==> src/hw/rtl/pwm_frequency_sweep_calc_unit_macros.svh <==
// Assertion macros shared by the PWM frequency sweep calculator RTL.
// Stand-alone header; the files that assert include it by name.
`ifndef PWM_FREQUENCY_SWEEP_CALC_UNIT_MACROS_SVH
`define PWM_FREQUENCY_SWEEP_CALC_UNIT_MACROS_SVH

// Same-cycle implication, disabled while reset is asserted.
`define PFSC_ASSERT_IMP(label, clk_s, rst_s, ante, cons, msg) \
	label: assert property (@(posedge clk_s) disable iff (!rst_s) (ante) |-> (cons)) \
		else $error(msg);

// Next-cycle implication, disabled while reset is asserted.
`define PFSC_ASSERT_NEXT(label, clk_s, rst_s, ante, cons, msg) \
	label: assert property (@(posedge clk_s) disable iff (!rst_s) (ante) |=> (cons)) \
		else $error(msg);

`endif

==> src/hw/rtl/pfsc_pkg.sv <==
// Package of the PWM frequency sweep calculator: field widths, reset values,
// register indexes and constants. No dependencies.
package pfsc_pkg;

	localparam int CNT_W     = 16;              // timer counter and result width
	localparam int CLK_W     = 27;
	localparam int DUTY_W    = 7;
	localparam int STEP_W    = 20;
	localparam int FREQ_W    = 23;
	localparam int RPT_W     = 8;
	localparam int CFG_IDX_W = 3;
	localparam int DIVD_W    = CLK_W + DUTY_W;  // widest dividend, duty times clock
	localparam int DIV2_W    = FREQ_W + 7;      // 100 times frequency
	localparam int RPT_DIV_W = 10;              // width of the report divisor
	localparam int ITER_W    = $clog2(DIVD_W + 1);

	localparam logic [CLK_W-1:0]     CLOCK_RESET    = CLK_W'(16000000);
	localparam logic [DUTY_W-1:0]    DUTY_RESET     = DUTY_W'(50);
	localparam logic [STEP_W-1:0]    STEP_RESET     = STEP_W'(1000);
	localparam logic [FREQ_W-1:0]    LIMIT_RESET    = FREQ_W'(4000000);
	localparam logic [FREQ_W-1:0]    RESTART_RESET  = FREQ_W'(10000);
	localparam logic [FREQ_W-1:0]    FREQ_RESET     = FREQ_W'(160000);
	localparam logic [FREQ_W-1:0]    FREQ_MAX       = '1;
	localparam logic [RPT_DIV_W-1:0] REPORT_DIVISOR = RPT_DIV_W'(1000);
	localparam logic [DIV2_W-1:0]    PERCENT_SCALE  = DIV2_W'(100);

	typedef enum logic [CFG_IDX_W-1:0] {
		CFG_CLOCK   = 3'd0,
		CFG_DUTY    = 3'd1,
		CFG_STEP    = 3'd2,
		CFG_LIMIT   = 3'd3,
		CFG_RESTART = 3'd4
	} cfg_idx_t;

	typedef enum logic {
		ACT_SWEEP = 1'b0,
		ACT_SET   = 1'b1
	} action_t;

endpackage

==> src/hw/rtl/pfsc_cmd_if.sv <==
// Command channel of the PWM frequency sweep calculator: valid/ready with
// the action and target frequency. Depends on pfsc_pkg.
interface pfsc_cmd_if;
	import pfsc_pkg::*;

	logic              valid;
	logic              ready;
	logic              action;
	logic [FREQ_W-1:0] target_hz;

	modport source (output valid, output action, output target_hz, input ready);
	modport sink (input valid, input action, input target_hz, output ready);
endinterface

==> src/hw/rtl/pfsc_res_if.sv <==
// Result channel of the PWM frequency sweep calculator: valid/ready with
// reload, compare, report and saturation fields. Depends on pfsc_pkg.
interface pfsc_res_if;
	import pfsc_pkg::*;

	logic             valid;
	logic             ready;
	logic [CNT_W-1:0] reload_value;
	logic [CNT_W-1:0] compare_value;
	logic [RPT_W-1:0] report_byte;
	logic             report_valid;
	logic             saturated;

	modport source (output valid, output reload_value, output compare_value,
		output report_byte, output report_valid, output saturated, input ready);
	modport sink (input valid, input reload_value, input compare_value,
		input report_byte, input report_valid, input saturated, output ready);
endinterface

==> src/hw/rtl/pwm_frequency_sweep_calc_unit.sv <==
// PWM frequency sweep calculator, top level.
// Depends on pfsc_pkg, pfsc_cmd_if, pfsc_res_if and the assertion macro header.
//
// Usage:
//   The cmd channel carries one command per transfer: action 0 is a sweep
//   tick that steps the stored frequency (or restarts it at the limit), action
//   1 is a direct set from target_hz that leaves the stored frequency alone.
//   Every command gives exactly one transfer on the res channel with the timer
//   reload value, compare value, a report byte and a saturation flag.
//   The configuration port writes one register per cycle with cfg_we high;
//   the user must write registers only while no command is in flight; the
//   block itself does not enforce this. Operation: three restoring dividers
//   (clock / f, duty * clock / (100 * f) and f / 1000) run side by side, one
//   quotient bit per cycle. After the setup step, the 34-step division loop
//   and the finish step, a result is loaded into the output register, and
//   cmd.ready rises at that same edge.
//   The output register separates the two sides: a new command is accepted
//   while a result still waits. If the receiver stalls, the next result waits
//   in the finish step until the output register is free.
//   Reset loads the register reset values and a stored frequency of 160000,
//   and leaves both channels idle.
`include "pwm_frequency_sweep_calc_unit_macros.svh"

module pwm_frequency_sweep_calc_unit (
	input  logic                           clk,
	input  logic                           arst_n,
	input  logic                           cfg_we,
	input  logic [pfsc_pkg::CFG_IDX_W-1:0] cfg_index,
	input  logic [pfsc_pkg::CLK_W-1:0]     cfg_data,
	pfsc_cmd_if.sink                       cmd,
	pfsc_res_if.source                     res
);
	import pfsc_pkg::*;

	typedef enum logic [1:0] {
		ST_IDLE,
		ST_SETUP,
		ST_DIV,
		ST_FINISH
	} state_t;

	state_t state_q;

	logic [CLK_W-1:0]  clk_hz_q;
	logic [DUTY_W-1:0] duty_q;
	logic [STEP_W-1:0] step_q;
	logic [FREQ_W-1:0] limit_q;
	logic [FREQ_W-1:0] restart_q;
	logic [FREQ_W-1:0] sweep_q;
	logic [ITER_W-1:0] cnt_q;
	logic              res_valid_q;

	logic [FREQ_W-1:0] freq_q;
	logic              tick_q;
	logic [DIV2_W-1:0] d2_q;
	logic [DIVD_W-1:0] n1_q, n2_q, n3_q;
	logic [FREQ_W-1:0]    r1_q;
	logic [DIV2_W-1:0]    r2_q;
	logic [RPT_DIV_W-1:0] r3_q;
	logic [CNT_W:0]       q1_q;
	logic [CNT_W-1:0]     q2_q;
	logic [RPT_W-1:0]     q3_q;
	logic                 o1_q, o2_q;

	logic [CNT_W-1:0] reload_q, compare_q;
	logic [RPT_W-1:0] report_q;
	logic             rvalid_q, sat_q;

	logic              accept;
	logic              out_load;
	logic [FREQ_W:0]   sweep_sum;
	logic [FREQ_W-1:0] sweep_next;

	logic [FREQ_W:0]    t1;
	logic [DIV2_W:0]    t2;
	logic [RPT_DIV_W:0] t3;
	logic               ge1, ge2, ge3;
	logic [FREQ_W:0]    s1;
	logic [DIV2_W:0]    s2;
	logic [RPT_DIV_W:0] s3;

	logic [CNT_W:0]   q1_dec;
	logic             reload_sat;
	logic [CNT_W-1:0] reload_fin;
	logic [CNT_W-1:0] compare_fin;

	assign accept    = cmd.valid && cmd.ready;
	assign cmd.ready = (state_q == ST_IDLE);
	assign out_load  = (state_q == ST_FINISH) && (!res_valid_q || res.ready);

	// Sweep step: add while below the limit, clamp at the field maximum; else restart.
	assign sweep_sum  = {1'b0, sweep_q} + (FREQ_W + 1)'(step_q);
	always_comb begin
		if (sweep_q < limit_q) begin
			sweep_next = (sweep_sum > {1'b0, FREQ_MAX}) ? FREQ_MAX : sweep_sum[FREQ_W-1:0];
		end else begin
			sweep_next = restart_q;
		end
	end

	// One restoring division step per cycle in each of the three dividers.
	// A zero divisor yields an all-ones quotient, which saturates both values.
	assign t1  = {r1_q, n1_q[DIVD_W-1]};
	assign t2  = {r2_q, n2_q[DIVD_W-1]};
	assign t3  = {r3_q, n3_q[DIVD_W-1]};
	assign ge1 = (t1 >= {1'b0, freq_q});
	assign ge2 = (t2 >= {1'b0, d2_q});
	assign ge3 = (t3 >= {1'b0, REPORT_DIVISOR});
	assign s1  = ge1 ? (t1 - {1'b0, freq_q}) : t1;
	assign s2  = ge2 ? (t2 - {1'b0, d2_q}) : t2;
	assign s3  = ge3 ? (t3 - {1'b0, REPORT_DIVISOR}) : t3;

	// Reload is the quotient minus one, saturated when the quotient passes 2^CNT_W.
	assign q1_dec      = q1_q - (CNT_W + 1)'(1);
	assign reload_sat  = o1_q || (q1_q[CNT_W] && (q1_q[CNT_W-1:0] != '0));
	assign reload_fin  = reload_sat ? '1 :
		((q1_q == '0) ? '0 : q1_dec[CNT_W-1:0]);
	assign compare_fin = o2_q ? '1 : q2_q;

	always_ff @(posedge clk or negedge arst_n) begin
		if (!arst_n) begin
			state_q     <= ST_IDLE;
			res_valid_q <= 1'b0;
			cnt_q       <= '0;
			sweep_q     <= FREQ_RESET;
			clk_hz_q    <= CLOCK_RESET;
			duty_q      <= DUTY_RESET;
			step_q      <= STEP_RESET;
			limit_q     <= LIMIT_RESET;
			restart_q   <= RESTART_RESET;
		end else begin
			if (cfg_we) begin
				case (cfg_idx_t'(cfg_index))
					CFG_CLOCK:   clk_hz_q  <= cfg_data;
					CFG_DUTY:    duty_q    <= cfg_data[DUTY_W-1:0];
					CFG_STEP:    step_q    <= cfg_data[STEP_W-1:0];
					CFG_LIMIT:   limit_q   <= cfg_data[FREQ_W-1:0];
					CFG_RESTART: restart_q <= cfg_data[FREQ_W-1:0];
					default: ;
				endcase
			end

			// A new result may replace the one leaving in the same cycle.
			if (out_load) begin
				res_valid_q <= 1'b1;
			end else if (res_valid_q && res.ready) begin
				res_valid_q <= 1'b0;
			end

			case (state_q)
				ST_IDLE: begin
					if (accept) begin
						if (action_t'(cmd.action) == ACT_SWEEP) begin
							sweep_q <= sweep_next;
						end
						state_q <= ST_SETUP;
					end
				end
				ST_SETUP: begin
					cnt_q   <= ITER_W'(DIVD_W);
					state_q <= ST_DIV;
				end
				ST_DIV: begin
					cnt_q <= cnt_q - ITER_W'(1);
					if (cnt_q == ITER_W'(1)) begin
						state_q <= ST_FINISH;
					end
				end
				ST_FINISH: begin
					if (out_load) begin
						state_q <= ST_IDLE;
					end
				end
				default: state_q <= ST_IDLE;
			endcase
		end
	end

	// Datapath registers; no reset needed.
	always_ff @(posedge clk) begin
		case (state_q)
			ST_IDLE: begin
				if (accept) begin
					tick_q <= (action_t'(cmd.action) == ACT_SWEEP);
					freq_q <= (action_t'(cmd.action) == ACT_SWEEP) ? sweep_next : cmd.target_hz;
				end
			end
			ST_SETUP: begin
				n1_q <= DIVD_W'(clk_hz_q);
				n2_q <= DIVD_W'(duty_q) * DIVD_W'(clk_hz_q);
				n3_q <= DIVD_W'(freq_q);
				d2_q <= DIV2_W'(freq_q) * PERCENT_SCALE;
				r1_q <= '0;
				r2_q <= '0;
				r3_q <= '0;
				q1_q <= '0;
				q2_q <= '0;
				q3_q <= '0;
				o1_q <= 1'b0;
				o2_q <= 1'b0;
			end
			ST_DIV: begin
				n1_q <= {n1_q[DIVD_W-2:0], 1'b0};
				n2_q <= {n2_q[DIVD_W-2:0], 1'b0};
				n3_q <= {n3_q[DIVD_W-2:0], 1'b0};
				r1_q <= s1[FREQ_W-1:0];
				r2_q <= s2[DIV2_W-1:0];
				r3_q <= s3[RPT_DIV_W-1:0];
				// Bits shifted out of the top set the sticky overflow flags.
				o1_q <= o1_q | q1_q[CNT_W];
				o2_q <= o2_q | q2_q[CNT_W-1];
				q1_q <= {q1_q[CNT_W-1:0], ge1};
				q2_q <= {q2_q[CNT_W-2:0], ge2};
				q3_q <= {q3_q[RPT_W-2:0], ge3};
			end
			ST_FINISH: begin
				if (out_load) begin
					reload_q  <= reload_fin;
					compare_q <= compare_fin;
					report_q  <= tick_q ? q3_q : '0;
					rvalid_q  <= tick_q;
					sat_q     <= reload_sat || o2_q;
				end
			end
			default: ;
		endcase
	end

	assign res.valid         = res_valid_q;
	assign res.reload_value  = reload_q;
	assign res.compare_value = compare_q;
	assign res.report_byte   = report_q;
	assign res.report_valid  = rvalid_q;
	assign res.saturated     = sat_q;

	`PFSC_ASSERT_NEXT(a_accept_starts, clk, arst_n, accept, !cmd.ready && state_q == ST_SETUP, "command transfer did not start a computation")
	`PFSC_ASSERT_NEXT(a_sweep_hold, clk, arst_n, !(accept && action_t'(cmd.action) == ACT_SWEEP), $stable(sweep_q), "stored frequency changed without a sweep tick")
	`PFSC_ASSERT_IMP(a_div_count, clk, arst_n, state_q == ST_DIV, cnt_q != '0, "division step counter ran out inside the loop")
	`PFSC_ASSERT_NEXT(a_finish_load, clk, arst_n, out_load, res_valid_q && state_q == ST_IDLE, "finished result was not presented")

endmodule
==> src/flat_wrapper.sv <==
// flat-port wrapper written by rule: the top's interface ports become plain ports
module pwm_frequency_sweep_calc_unit_flat import pfsc_pkg::*;
  (clk, arst_n, cfg_we, cfg_index, cfg_data, cmd_valid, cmd_action, cmd_target_hz, cmd_ready, res_valid, res_reload_value, res_compare_value, res_report_byte, res_report_valid, res_saturated, res_ready);
  pfsc_cmd_if cmd_i ();
  pfsc_res_if res_i ();
  input  logic clk;
  input  logic arst_n;
  input  logic cfg_we;
  input  logic [pfsc_pkg::CFG_IDX_W-1:0] cfg_index;
  input  logic [pfsc_pkg::CLK_W-1:0] cfg_data;
  input wire logic [$bits(cmd_i.valid)-1:0] cmd_valid;
  input wire logic [$bits(cmd_i.action)-1:0] cmd_action;
  input wire logic [$bits(cmd_i.target_hz)-1:0] cmd_target_hz;
  output wire logic [$bits(cmd_i.ready)-1:0] cmd_ready;
  output wire logic [$bits(res_i.valid)-1:0] res_valid;
  output wire logic [$bits(res_i.reload_value)-1:0] res_reload_value;
  output wire logic [$bits(res_i.compare_value)-1:0] res_compare_value;
  output wire logic [$bits(res_i.report_byte)-1:0] res_report_byte;
  output wire logic [$bits(res_i.report_valid)-1:0] res_report_valid;
  output wire logic [$bits(res_i.saturated)-1:0] res_saturated;
  input wire logic [$bits(res_i.ready)-1:0] res_ready;
  assign cmd_i.valid = cmd_valid;
  assign cmd_i.action = cmd_action;
  assign cmd_i.target_hz = cmd_target_hz;
  assign cmd_ready = cmd_i.ready;
  assign res_valid = res_i.valid;
  assign res_reload_value = res_i.reload_value;
  assign res_compare_value = res_i.compare_value;
  assign res_report_byte = res_i.report_byte;
  assign res_report_valid = res_i.report_valid;
  assign res_saturated = res_i.saturated;
  assign res_i.ready = res_ready;
  pwm_frequency_sweep_calc_unit u_core (.clk(clk), .arst_n(arst_n), .cfg_we(cfg_we), .cfg_index(cfg_index), .cfg_data(cfg_data), .cmd(cmd_i), .res(res_i));
endmodule
==> config.mk <==
export PLATFORM = sky130hd
export DESIGN_NAME = pwm_frequency_sweep_calc_unit_flat
export DESIGN_NICKNAME = d
export VERILOG_FILES = /design/src/hw/rtl/pfsc_pkg.sv /design/src/hw/rtl/pfsc_cmd_if.sv /design/src/hw/rtl/pfsc_res_if.sv /design/src/hw/rtl/pwm_frequency_sweep_calc_unit.sv /design/src/flat_wrapper.sv
export VERILOG_INCLUDE_DIRS = /design/src /design/src/hw/rtl
export SDC_FILE = /design/constraint.sdc
export NUM_CORES = 1
export LEC_CHECK = 0
export BUFFER_PORTS_ARGS = -buffer_cell sky130_fd_sc_hd__buf_4
export CAP_MARGIN = 20
export CORE_MARGIN = 3
export CORE_UTILIZATION = 49
export CTS_CLUSTER_DIAMETER = 150
export CTS_CLUSTER_SIZE = 28
export DETAILED_ROUTE_END_ITERATION = 8
export GPL_TIMING_DRIVEN = 0
export PLACE_DENSITY = 0.68
export SYNTH_ARGS = -nofsm -noshare
export SYNTH_HDL_FRONTEND = slang
export SYNTH_SLANG_ARGS = --single-unit
==> constraint.sdc <==
create_clock -name clk -period 5.9 [get_ports clk]
set_input_delay 1.18 -clock clk [delete_from_list [all_inputs] [get_ports clk]]
set_output_delay 1.18 -clock clk [all_outputs]
set_load 0.05 [all_outputs]
==> impl_metrics.tcl, run 1 <==
set metrics [dict create \
    outcome "finished, final reports clean" \
    overflow 0 \
    synthCells 2767 \
    synth_top_cell_area_share_pct 30.6 \
    grt_use_total_pct 22.2 \
    synth_area_leader_cell "edfxtp_1" \
    slew_headroom_pct 33.5 \
    rsz0062_at_grt "no" \
    antenna_found_initial 0 \
    cts_hold_buf 0 \
    synth_ff_type "edfxtp_1" \
    syn-cell-area_um2 29600 \
    grt_max_degree 104 \
    r2r_slack_ns 0.26 \
    vias_per_cell 5.63 \
    fin_ws_ns 0.258 \
    clockBufferDepth 3 \
    ys_seq_elements 434 \
    hold_violations 0 \
    die_w_um 252 \
    drt_iter0_drc 1286 \
    cp_data_required_time_ns 6.20 \
    hold_class "reg -> reg" \
    core_area_um2 59500 \
    cts_buffers 19 \
    dr_total_vias 20800 \
    grt_pass1_vias 21400 \
    crit_type "reg -> reg" \
    h-tree-depth 1 \
    timing.max_cap.violations 0 \
    clock-sinks 434 \
    num_rows 89 \
    tightest_slew_ns 0.997 \
    crit_path_end_kind "flop" \
    synth_edf_count 302 \
    setup_viol 0 \
    die_y_um 252 \
    postRouteAntennaNets 0 \
    synth.area.top_cells "edfxtp_1 31%, fa_1 9.8%, ha_1 9.6%" \
    avgSynthCellArea_um2 10.7 \
    fin_tns_setup_ns 0 \
    route.detailed.drc 0 \
    clock.fmax_mhz 177 \
    nets 3334 \
    ys_seq_area_share_pct 41.9 \
    cts-root-buf "clkbuf_16" \
    wirelength_um 70300 \
    place.gp.congestion 0.930 \
    drtPass1Iterations 5 \
    maxSlewViolCount 0 \
    ios 103 \
    start_util_pct 49.9 \
    place_area_um2 31600 \
    clk_latency_ns 0.56 \
    syn_nets 3198 \
    diodes 0 \
    dp_hpwl_um 54400 \
    period_needed_ns 5.64 \
    ys_async_sr_fraction_pct 30.4 \
    grt_pass1_wl_um 114000 \
    postLayoutCellArea_um2 32200 \
    dp_slack_ns -0.255 \
    cts_tree "yes" \
    period_share_pct 95.6 \
    drive_gt1_share_pct 12.5 \
    synthTopCellsByCount "302 x edfxtp_1, 300 x inv_1, 227 x ha_1" \
    io_buffers 102 \
    yosysWarnings 0 \
    yosysMostFrequentCell "edfxtp_1" \
    path_clk_slew_ns 0.12 \
    area_growth_pct 8.63 \
    crit_fanout 10 \
    dieArea_um2 63500 \
    post_drt_wl_per_cell_um 19.1 \
    crit_path_start_kind "flop" \
    critPathArrivalTime_ns 5.94 \
    skew_ns 0.0230 \
    ys_types 90 \
]
[worst max-delay path: stages (launching register included)]
cell,delay (ns)
dfrtp_2,0.52
clkbuf_4,0.24
and2_1,0.18
fa_1,0.50
fa_1,0.52
fa_1,0.52
fa_1,0.51
ha_1,0.41
a2111oi_4,0.39
o21ai_2,0.14
a41o_1,0.29
a22oi_2,0.16
buf_4,0.17
o311ai_4,0.11
a21o_1,0.24
a2111oi_2,0.35
nor3b_1,0.12
[sequential cells by signal (all words and copies together) (netlist names), 7 cells and up]
signal                    flops
u_core.d2_q                  28
u_core.r1_q                  23
u_core.clk_hz_q              27
u_core.r3_q                  10
u_core.duty_q                 7
u_core.q3_q                   8
u_core.n1_q                  34
u_core.restart_q             23
u_core.q2_q                  16
u_core.q1_q                  17
u_core.res.reload_value      16
u_core.n2_q                  34
u_core.limit_q               23
u_core.n3_q                  34
u_core.freq_q                23
u_core.sweep_q               23
u_core.r2_q                  30
u_core.res.compare_value     16
u_core.res.report_byte        8
u_core.step_q                20
[cells by family after synthesis]
logic type | count (synthesis) | synth area share (%)
AOI/OAI and AO/OA | 537 | 11.6
xor gates and xnor gates | 103 | 3.04
adders and majority gates | 372 | 19.4
buffers and inverters | 388 | 4.98
DFF | 434 | 41.9
muxes | 160 | 5.96
and+or+nand+nor | 773 | 13.2
[layout make-up]
cell class                      instances  area [um2]
Timing Repair Buffer                  116         992
Fill cell                            5288       27300
Clock buffer                           31         520
Multi-Input combinational cell       1945       15800
Sequential cell                       434       12400
Tap cell                              773         967
Clock inverter                          2        17.5
Buffer                                 85         360
Inverter                              302        1130
[layout by cell type (no fill, tap or decap), drive strengths merged, types with 6 or more instances in the layout]
master,n
clkbuf,96
o21ai,184
inv,303
a21boi,11
nand2,226
nor2,126
nor3,37
a21oi,105
mux2i,28
nand4,20
dfstp,33
dfrtp,99
nor3b,6
o22ai,21
fa,145
nand3,40
xnor2,69
o211ai,10
nand2b,19
a31oi,11
and2,214
and3,16
nor4,10
buf,136
o21bai,8
nor2b,9
or2,22
o31a,8
a221oi,8
mux2,132
edfxtp,302
ha,227
o21a,27
o31ai,11
xor2,34
a211oi,25
a21o,49
or3,10
[through the flow]
stage / hold WS, ns / util (%) / std cells
floorplan: 0.458 / - / 2767
global placement: 0.476 / 52.8 / 3642
detailed placement: 0.485 / 53.1 / 3648
CTS: 0.490 / 54.0 / 3681
global route: 0.509 / 54.2 / 3688
finish: 0.495 / 54.2 / 3688
[worst paths after layout]
check	startpoint	endpoint	depth (start not counted)
worst max register to register	u_core.duty_q[6]	u_core.n2_q[33]	16
worst max-delay path	u_core.duty_q[6]	u_core.n2_q[33]	16
worst min register to register	u_core.sweep_q[8]	u_core.sweep_q[8]	2
max in group asynchronous	arst_n	u_core.step_q[5]	2
min in group asynchronous	arst_n	u_core.clk_hz_q[26]	1
worst min-delay path	u_core.sweep_q[8]	u_core.sweep_q[8]	2
[what timing repair did]
item | 4_1_cts | 5_1_grt
setup buffers | 0 | 8
hold endpoints to repair | 0 | 0
setup endpoints to repair | 5 | 9
pin swaps | 0 | 1
gates resized for setup | 9 | 18
[per-layer routing]
metal / vias up / wire [um] / global-route usage (%)
met2: 479 / 33400 / 37.8
met1: 10300 / 31800 / 30.6
met4: 0 / 2250 / 6.79
met5: - / 0 / 0
met3: 93 / 2850 / 1.73
li1: 9915 / - / -
Power of run 1 is not shown: default switching activity piles up to over one toggle a cycle in this logic, so the estimate is an artifact.
==> inputs of run 2 (changes only) <==
- clock period: 5.9 -> 4.9 ns (I/O delays scaled with it)
==> run 2 against run 1 <==
Effect of this change: the run now ends with setup timing left; clock skew grew 0.00062 ns; sequential share of layout area shrank 1.3 points; register-to-register slack lost 0.60 ns; worst hold slack lost 0.14 ns; critical path depth grew 4; count of clock-buffer cells in the layout is the same; fmax grew 7.7%; routed wire length grew 2.7%; final cell count grew 1.4%; design area grew 3.5%; die area is the same; global-route usage grew 0.29 points; highest routed layer unchanged.
==> impl_metrics.tcl, run 2 (synthesized netlist as in run 1, its figures left out) <==
set metrics [dict create \
    drt_iter0_drc 1615 \
    rr_startpoint "u_core.duty_q[1]" \
    cpMaxStageDelayCell "dfstp_2" \
    rsz0062_at_grt "yes" \
    io_buffers 102 \
    path_buf_inv 6 \
    area_growth_pct 12.5 \
    antenna_found_initial 0 \
    violations "setup timing" \
    grt_use_total_pct 22.5 \
    place_area_um2 31800 \
    start_util_pct 49.9 \
    place.gp.congestion 0.910 \
    tightest_slew_ns 0.986 \
    grt_pass1_vias 21600 \
    cts_buffers 19 \
    die_w_um 252 \
    seqCellArea_um2 12400 \
    cp_data_required_time_ns 5.20 \
    ff2ff_path_depth 20 \
    diodes 0 \
    multi_input_area_um2 16300 \
    period_needed_ns 5.24 \
    num_rows 89 \
    hold_violations 0 \
    cp_top_family "adder cells" \
    timing.max_cap.violations 0 \
    dp_hpwl_um 54300 \
    biggestRegsByFlops "u_core.n1_q (34), u_core.n2_q (34), u_core.n3_q (34)" \
    drive_gt1_share_pct 17.1 \
    fillers 5122 \
    maxSlewViolCount 0 \
    skew_ns 0.0237 \
    max_stage_delay_ns 0.63 \
    vias_per_cell 5.69 \
    die_y_um 252 \
    drtPass1Iterations 6 \
    path_clk_slew_ns 0.11 \
    overflow 0 \
    cts-root-buf "clkbuf_16" \
    cp.depth 20 \
    crit_fanout 4 \
    dr_total_vias 21300 \
    clock-sinks 434 \
    clock.fmax_mhz 191 \
    core_area_um2 59500 \
    postRouteAntennaNets 0 \
    final_cell_mix "302 x edfxtp_1, 290 x inv_1, 225 x nand2_1, 204 x ha_1, 198 x and2_1" \
    critPathArrivalTime_ns 5.54 \
    cp_cell_sequence "buf_8 -> buf_6 -> buf_6 -> buf_6 -> and2_4 -> fa_1 -> fa_2 -> fa_1 -> inv_2 -> fa_1 -> inv_2 -> ha_4 -> a21oi_2 -> o21ai_1 -> a221o_1 -> a221o_2 -> a21o_1 -> a21oi_2 -> xor2_1 -> o21ai_1" \
    cts_hold_buf 0 \
    route.detailed.drc 0 \
    postLayoutCellArea_um2 33300 \
    nets 3387 \
    holdWs_ns 0.354 \
    hold_class "in -> async" \
    slew_headroom_pct 33.7 \
    period_share_pct 107 \
    post_drt_wl_per_cell_um 19.3 \
    fin_ws_ns -0.339 \
    startpoint "u_core.duty_q[1]" \
    setup_viol 16 \
    ios 103 \
    crit_path_end_kind "flop" \
    grt_pass1_wl_um 115000 \
    crit_type "reg -> reg" \
    outcome "complete, but fails checks" \
    wirelength_um 72200 \
    layout_commonest_cell "edfxtp_1" \
    h-tree-depth 1 \
    cts_tree "yes" \
    grt_max_degree 91 \
    clockBufferDepth 3 \
    clk_latency_ns 0.56 \
    dieArea_um2 63500 \
    crit_path_start_kind "flop" \
]
run 2: final cells by class:
type,count,area share [%]
timing repair buffer,171,4.49
tap,773,2.90
clock inverter,2,0.0525
clock buffer,31,1.56
inverter,302,3.40
buffer,83,1.48
sequential,434,37.2
multi-input combinational,1945,48.9
run 2: path summary, 6_finish.rpt:
kind	endpoint	slack, ns
worst min-delay path	u_core.clk_hz_q[16]	0.35
min in group clk	u_core.sweep_q[8]	0.49
max in group asynchronous	u_core.restart_q[4]	3.70
worst max-delay path	u_core.n2_q[22]	-0.34
worst min register to register	u_core.sweep_q[8]	0.49
worst max register to register	u_core.n2_q[22]	-0.34
run 2: metal layers:
metal,global-route usage [%],vias up,part of all wire (%)
li1,-,10000,-
met1,31.0,10600,44
met2,37.8,607,47
met3,2.66,101,5.3
met4,6.44,0,3.1
met5,0,-,0
run 2: through the flow:
stage | TNS, ns | std cells | util, % | worst slack (ns)
detailed placement | -11.28 | 3648 | 53.4 | -0.814
global placement | -10.01 | 3642 | 53.2 | -0.736
floorplan | -0.0746 | 2767 | - | -0.0496
CTS | -3.82 | 3719 | 55.5 | -0.371
global route | -6.54 | 3741 | 56.1 | -0.508
finish | -4.05 | 3741 | 56.1 | -0.339
run 2: repair_timing:
item                       CTS  global route
pin swaps                   73            56
resized for setup           70            43
setup endpoints to repair   22            21
buffers inserted            41            22
Power of run 2 is left out for the same reason.
